<file path="src/hw/rtl/mst_pkg.sv">
// Shared constants and control types for the minimum spanning tree block.
// Used by the controller, the datapath and the top level.
package mst_pkg;

   localparam int MaxEdgeCount = 256;
   localparam int MaxNodeCount = 64;
   localparam int EdgeIdxW = $clog2(MaxEdgeCount);
   localparam int EdgeCntW = EdgeIdxW + 1;
   localparam int NodeW = 6;
   localparam int NodeCntW = 7;
   localparam int WeightW = 16;
   localparam int TotalW = 22;
   localparam int EdgeW = 2 * NodeW + WeightW;
   localparam int CntW = EdgeCntW;
   localparam logic [NodeCntW-1:0] NodeCountReset = 7'd64;
   localparam logic [NodeCntW-1:0] MaxNodes = NodeCntW'(MaxNodeCount);

   localparam logic KindEdge = 1'b0;
   localparam logic KindSummary = 1'b1;

   typedef struct packed {
      logic load;
      logic run_init;
      logic cnt_clr;
      logic init_step;
      logic pass_clr;
      logic scan_step;
      logic take_best;
      logic rd_a;
      logic rd_b;
      logic cap_a;
      logic cap_b;
      logic emit_edge;
      logic relabel_step;
      logic emit_sum;
   } cmd_type;

   typedef struct packed {
      logic k_at_n;
      logic k_at_total;
      logic found;
      logic stop;
      logic out_of_range;
      logic same_tree;
   } status_type;

endpackage

</file>
<file path="src/hw/rtl/mst_ctrl.sv">
// Sequencing state machine for the minimum spanning tree block.
// Depends on mst_pkg; drives the datapath through cmd_type, watches status_type.
module mst_ctrl
   import mst_pkg::*;
(
   input  logic       clock,
   input  logic       reset,
   input  logic       start,
   input  logic       last_edge,
   input  status_type status,
   output cmd_type    cmd,
   output logic       busy
);

   localparam logic [3:0] StIdle     = 4'd0;
   localparam logic [3:0] StInit     = 4'd1;
   localparam logic [3:0] StPass     = 4'd2;
   localparam logic [3:0] StScan     = 4'd3;
   localparam logic [3:0] StScanEnd  = 4'd4;
   localparam logic [3:0] StCheck    = 4'd5;
   localparam logic [3:0] StRdA      = 4'd6;
   localparam logic [3:0] StRdB      = 4'd7;
   localparam logic [3:0] StCmp      = 4'd8;
   localparam logic [3:0] StRelabel  = 4'd9;
   localparam logic [3:0] StSummary  = 4'd10;

   logic [3:0] state_ff, state_in;

   always_comb begin
      cmd = '0;
      state_in = state_ff;
      case (state_ff)
         StIdle: begin
            if (start) begin
               cmd.load = 1'b1;
               if (last_edge) begin
                  cmd.run_init = 1'b1;
                  cmd.cnt_clr = 1'b1;
                  state_in = StInit;
               end
            end
         end
         StInit: begin
            if (!status.k_at_n) begin
               cmd.init_step = 1'b1;
            end else begin
               state_in = StPass;
            end
         end
         StPass: begin
            cmd.cnt_clr = 1'b1;
            cmd.pass_clr = 1'b1;
            state_in = status.stop ? StSummary : StScan;
         end
         StScan: begin
            if (!status.k_at_total) begin
               cmd.scan_step = 1'b1;
            end else begin
               state_in = StScanEnd;
            end
         end
         StScanEnd: begin
            state_in = StCheck;
         end
         StCheck: begin
            if (!status.found) begin
               state_in = StSummary;
            end else begin
               cmd.take_best = 1'b1;
               state_in = status.out_of_range ? StPass : StRdA;
            end
         end
         StRdA: begin
            cmd.rd_a = 1'b1;
            state_in = StRdB;
         end
         StRdB: begin
            cmd.rd_b = 1'b1;
            cmd.cap_a = 1'b1;
            state_in = StCmp;
         end
         StCmp: begin
            cmd.cap_b = 1'b1;
            if (status.same_tree) begin
               state_in = StPass;
            end else begin
               cmd.emit_edge = 1'b1;
               cmd.cnt_clr = 1'b1;
               state_in = StRelabel;
            end
         end
         StRelabel: begin
            if (!status.k_at_n) begin
               cmd.relabel_step = 1'b1;
            end else begin
               state_in = StPass;
            end
         end
         StSummary: begin
            cmd.emit_sum = 1'b1;
            state_in = StIdle;
         end
         default: begin
            state_in = StIdle;
         end
      endcase
   end

   always_ff @(posedge clock) begin
      if (reset) begin
         state_ff <= StIdle;
      end else begin
         state_ff <= state_in;
      end
   end

   assign busy = (state_ff != StIdle);

`ifndef SYNTHESIS
   a_sum_to_idle: assert property (@(posedge clock) disable iff (reset)
      cmd.emit_sum |=> state_ff == StIdle)
      else $error("summary did not end the run");
   a_cmp_after_reads: assert property (@(posedge clock) disable iff (reset)
      state_ff == StCmp |-> $past(cmd.rd_b) && $past(cmd.rd_a, 2))
      else $error("tree compare without both label reads");
   a_load_only_idle: assert property (@(posedge clock) disable iff (reset)
      cmd.load |-> !busy)
      else $error("edge loaded while busy");
`endif

endmodule

</file>
<file path="config.mk">
export PLATFORM = sky130hd
export DESIGN_NAME = mst_ctrl
export DESIGN_NICKNAME = d
export VERILOG_FILES = /design/src/hw/rtl/mst_pkg.sv /design/src/hw/rtl/mst_ctrl.sv
export SDC_FILE = /design/constraint.sdc
export NUM_CORES = 1
export LEC_CHECK = 0
export BUFFER_PORTS_ARGS = -buffer_cell sky130_fd_sc_hd__buf_2
export CORE_AREA = 3 3 40 42
export CTS_CLUSTER_DIAMETER = 40
export DETAILED_ROUTE_END_ITERATION = 8
export DIE_AREA = 0 0 43 45
export SLEW_MARGIN = 5
export SYNTH_ARGS = -nofsm -noshare
export SYNTH_HDL_FRONTEND = slang
export SYNTH_SLANG_ARGS = --single-unit
</file>
<file path="constraint.sdc">
create_clock -name clock -period 2.3 [get_ports clock]
set_input_delay 0.345 -clock clock [delete_from_list [all_inputs] [get_ports clock]]
set_output_delay 0.345 -clock clock [all_outputs]
set_load 0.02 [all_outputs]
</file>
==> metrics, run 1 <==
status=finished clean; WS Path Type=flip-flop to primary output; total standard cell area after synthesis=458 µm²; most area-hungry cell type in the Yosys netlist=dfxtp_1; number of I/O port buffers=24; skew final=0.00479 ns; area of the core=1280 µm²; Period minus WS final=2.04 ns; data required time of the worst path=~2.0 ns; Post-Route Setup TNS=0 ns; area growth from synthesis to final layout=27.9%; max-slew violation count=0; number of diodes=0; Final Hold Viols=0; yosys synthesis warning count=0; post-synthesis cell type count=35; static power due to leakage=0.280 nW; Die Y=about 45 µm; H-tree Lvls=1; most frequent cells in the layout=buf_2 (24), inv_1 (6), nor2_1 (5); number of top-level design ports=25; most used flip-flop cell after synthesis=dfxtp_1; Worst Setup Slack post-DPL=0.488 ns; DRC viols=0; setup repair after global routing missed its margin=no; Synthesized Nets=72; first-pass GRT wire length=roughly 2.0 mm; cell count after placement=96; part of the Yosys area used for sequential elements=17.5%; global placement routability congestion=0.777; share of async-settable or async-resettable flops after synthesis=0%; initial antenna violation count=0; cell chosen for the clock root=clkbuf_4; list of cells traversed by the critical path=or3b_2 -> nor3_2 -> or3_1 -> buf_2; VDD IR-drop max=0.000247 V; first-iteration detailed-routing DRC count=5; wire per inst=12.2 µm; count of instances resized after the clock tree is built=0; Cell Rows=13; crit path capture type=primary output; worst endpoint data arrival time=1.70 ns; total half-perimeter wirelength after legalization and detailed placement=945 µm; total number of clock tree sinks=4; total clock buffers created by CTS=3; highest attainable clock frequency=490 MHz; depth of the worst register-to-register path=3; Mean Syn Cell Area=7.39 µm²; worst relative slew slack=between 60% and 70%; Clock Latency Late Sink=0.23 ns; layout cells sized above 1=41.7%; worst reg2reg endpoint=state_ff[3]$_SDFFE_PP0P_; drt pass-1 iters=3; effective utilization at floorplan=35.6%; final wirelength=approximately 1.2 mm; vias in the first global route=470; register clock-pin slew on the reported worst setup and hold paths=0.03 ns; Pwr Total=approximately 0.00042 W; net total in the final layout=96; Slew @ Worst Pin=approximately 0.56 ns; total congestion overflow after global routing=0; power per cell area=~730 nW/µm²; commonest non-fill, non-tap cell in the layout=buf_2; pin count of the biggest net entering global routing=19; number of instances on the worst hold path=2; Area contributors post-synth=dfxtp_1 (17%), inv_1 (4.9%), nor3b_1 (4.9%); flop and latch count out of synthesis=4; crit path max fanout=11; final count of negative-setup-slack endpoints=0; crit path setup slack, layout=0.258 ns; Critical-path top delay cell=or3b_2; aggregate global-route resource usage=13.6%; total die area=1940 µm²; stage delay of the slowest cell on the critical path=0.54 ns; reg-to-reg setup timing slack=~0.84 ns; # Post-CTS Setup Buffers=0; top cell family by delay on the critical path=simple AND/OR/NAND/NOR gates; Horiz. Die Dim=43 µm; mean number of vias per cell=5.15; Synth Instances=62; Period Utilization, post-route=88.8%; number of max-cap violations=0; startpoint of the lowest-slack hold path=reset; antenna viol nets, final=0; number of enable flip-flop cells after synthesis=0; total via count in the routed design=510; Critical R2R Launch=state_ff[0]$_SDFFE_PP0P_; instance area at placement=563 µm²; number of flip-flops in the largest register=4; register with the most flip-flops=state_ff; TritonCTS clock tree=yes; biggest registers after layout=state_ff: 4 flops; post-route cell area=around 600 µm²; cts-stage hold buffer count=0; type of the tightest min-delay check=input port to flip-flop; hold endpoint=state_ff[3]$_SDFFE_PP0P_; CP Buf/Inv Count=1; Bufs on Longest Clock Path=2; launching element type of the critical path=flip-flop; top-area cell type share of the netlist area=17.5%; post-layout instance count excluding filler cells=around 100
cell usage after synthesis, types with 2 or more instances:
master	count
nor3b_1	3
nor4_1	3
o21ai_0	2
dfxtp_1	4
nand2_1	4
buf_4	2
inv_1	6
nor3_1	4
nor2_1	5
nand2b_1	2
buf_2	3
cell type report:
class,count,area [µm²]
Fill cell,143,699
Tap cell,15,18.8
Timing Repair Buffer,25,128
Multi-Input combinational cell,46,314
Clock buffer,3,22.5
Sequential cell,4,80.1
Inverter,6,22.5
worst max path at each step:
stage,start,endpoint,cells after the start
2_1_floorplan,state_ff[3]$_SDFFE_PP0P_,cmd[11],5
3_3_place_gp,state_ff[3]$_SDFFE_PP0P_,cmd[11],4
3_5_place_dp,state_ff[3]$_SDFFE_PP0P_,cmd[11],4
4_1_cts,state_ff[3]$_SDFFE_PP0P_,cmd[11],4
5_1_grt,state_ff[3]$_SDFFE_PP0P_,cmd[11],4
6_report,state_ff[3]$_SDFFE_PP0P_,cmd[11],4
power by group:
part           switching, W   total, W  internal, W
Sequential        0.0000402   0.000122    0.0000817
Clock             0.0000262  0.0000843    0.0000582
Combinational      0.000130   0.000219    0.0000887
Total              0.000196   0.000425     0.000229
layer usage:
layer | track usage (%) | up-vias | share of wire [%]
met1 | 15.9 | 225 | 46
met4 | 3.61 | 0 | 0
met3 | 4.78 | 0 | 5.6
met5 | 0 | - | 0
li1 | - | 270 | -
met2 | 24.0 | 15 | 48
stage by stage:
step	hold WS (ns)	util (%)
2_1_floorplan	0.407	-
3_3_place_gp	0.562	43.8
3_5_place_dp	0.560	43.8
4_1_cts	0.321	45.6
5_1_grt	0.319	45.6
6_report	0.324	45.6
kinds of logic (layout without fill, tap and decap cells):
logic type | count (synthesis) | in the layout | synth area share, %
compound gates | 13 | 13 | 24.3
flops | 4 | 4 | 17.5
buf+inv | 12 | 34 | 13.9
mux | 1 | 1 | 2.46
simple gates | 32 | 32 | 41.8
No activity file was read; power rests on OpenSTA's default activity.
==> run 2, diff against run 1 <==
GPL_TIMING_DRIVEN = 0   (was default)
==> run 2 against run 1 <==
Effect of this change:
- wire length rose by 6.3%
- via count rose by 6.7%
- setup slack improved by 0.069 ns
- sequential power fell by 28%
- die area did not move
- clock-buffer cell count did not move
- combinational power rose by 23%
- sequential share of layout area fell by 0.75 points
- critical endpoint unchanged
- flip-flop and latch count did not move
- utilization rose by 2.6 points
- final area rose by 5.8%
==> metrics, run 2 (synthesized netlist as in run 1, its figures left out) <==
first-iteration detailed-routing DRC count=11; mean number of vias per cell=5.23; total congestion overflow after global routing=0; launching element type of the critical path=flip-flop; switching share of power=45.9%; highest attainable clock frequency=507 MHz; post-route cell area=619 µm²; crit path max fanout=10; WS Path Type=flip-flop to primary output; area growth from synthesis to final layout=35.2%; most frequent cells in the layout=buf_2 (27), inv_1 (6), nor2_1 (5); count of instances resized after the clock tree is built=0; instance area at placement=between 500 and 600 µm²; setup repair after global routing missed its margin=no; aggregate global-route resource usage=15.0%; TritonCTS clock tree=yes; wire per inst=12.4 µm; Switching Power=0.000202 W; skew final=0.00240 ns; vias in the first global route=roughly 500; Clock Latency Late Sink=0.23 ns; depth of the worst register-to-register path=4; clock share of power=19.0%; final count of negative-setup-slack endpoints=0; Final Hold Viols=0; commonest non-fill, non-tap cell in the layout=buf_2; internal portion of total power=0.000239 W; status=finished clean; antenna viol nets, final=0; sequential fraction of design power=20.0%; number of top-level design ports=25; register with the most flip-flops=state_ff; cts-stage hold buffer count=0; total die area=approximately 1900 µm²; number of max-cap violations=0; # Post-CTS Setup Buffers=0; number of flip-flops in the largest register=4; Comb power frac=about three fifths; total clock buffers created by CTS=3; type of the tightest min-delay check=input port to flip-flop; static power due to leakage=0.307 nW; register clock-pin slew on the reported worst setup and hold paths=0.03 ns; H-tree Lvls=1; number of diodes=0; cell chosen for the clock root=clkbuf_4; biggest registers after layout=state_ff: 4 flops; Die Y=45 µm; total via count in the routed design=approximately 540; DRC viols=0; Period Utilization, post-route=roughly 86%; total number of clock tree sinks=4; area of the core=around 1300 µm²; first-pass GRT wire length=~2.2 mm; net total in the final layout=101; Post-Route Setup TNS=0 ns; Worst Setup Slack post-DPL=0.564 ns; pin count of the biggest net entering global routing=11; Slew @ Worst Pin=0.465 ns; number of instances on the worst hold path=2; final wirelength=1.29 mm; VDD IR-drop max=between 0.0003 and 0.0004 V; count of filler cells inserted in the layout=137; total half-perimeter wirelength after legalization and detailed placement=1.06 mm; layout cells sized above 1=44.9%; number of I/O port buffers=24; crit path capture type=primary output; initial antenna violation count=0; Bufs on Longest Clock Path=2; Pwr Total=approximately 0.00044 W; effective utilization at floorplan=35.6%; max-slew violation count=0; worst endpoint data arrival time=1.63 ns; global placement routability congestion=0.786; data required time of the worst path=1.96 ns; Horiz. Die Dim=43 µm; power per cell area=712 nW/µm²; drt pass-1 iters=4; Period minus WS final=just under 2 ns; crit path setup slack, layout=0.327 ns; Cell Rows=13; worst relative slew slack=68.7%
==> run 2: final timing paths <==
| kind | slack (ns) | start | end |
|---|---|---|---|
| setup / recovery | 0.33 | state_ff[3]$_SDFFE_PP0P_ | cmd[11] |
| hold / removal | 0.33 | reset | state_ff[3]$_SDFFE_PP0P_ |
| setup reg to reg | 0.91 | state_ff[3]$_SDFFE_PP0P_ | state_ff[1]$_SDFFE_PP0P_ |
| hold reg to reg | 0.67 | state_ff[1]$_SDFFE_PP0P_ | state_ff[1]$_SDFFE_PP0P_ |
==> run 2: per-stage QoR <==
| step | util, % | cells | hold WS [ns] |
|---|---|---|---|
| after global routing | 48.2 | 104 | 0.323 |
| after global placement | 46.4 | 101 | 0.563 |
| after CTS | 48.2 | 104 | 0.319 |
| final | 48.2 | 104 | 0.329 |
| after floorplan | - | 62 | 0.407 |
| after detailed placement | 46.4 | 101 | 0.562 |
==> run 2: metal layers <==
metal | routed length (µm) | GRT usage (%) | vias up
li1 | - | - | 282
met1 | 570 | 18.8 | 245
met2 | 653 | 25.1 | 17
met3 | 61 | 4.78 | 0
met4 | 0 | 3.61 | 0
met5 | 0 | 0 | -
==> run 2: power groups by stage <==
stage               logic [W]  clock network (W)  registers, W
global route         0.000298          0.0000942     0.0000888
detailed placement   0.000270                  0     0.0000887
global placement     0.000269                  0     0.0000889
finish               0.000269          0.0000838     0.0000882
floorplan            0.000197                  0     0.0000874
CTS                  0.000270          0.0000890     0.0000882
==> run 2: layout make-up <==
cell class                      instances  area, µm²  area share (%)
Buffer                                  6       41.3            6.67
Clock buffer                            3       22.5            3.64
Inverter                                6       22.5            3.64
Multi-Input combinational cell         46        314            50.7
Sequential cell                         4       80.1            12.9
Tap cell                               15       18.8            3.03
Timing Repair Buffer                   24        120            19.4
==> run 2: worst max-delay path, stage by stage (launching register included) <==
cell and delay (ns):
dfxtp_1 0.30, buf_2 0.17, nor4_1 0.43, inv_1 0.11, nor2_1 0.14, or3_1 0.11
buf_2 0.15
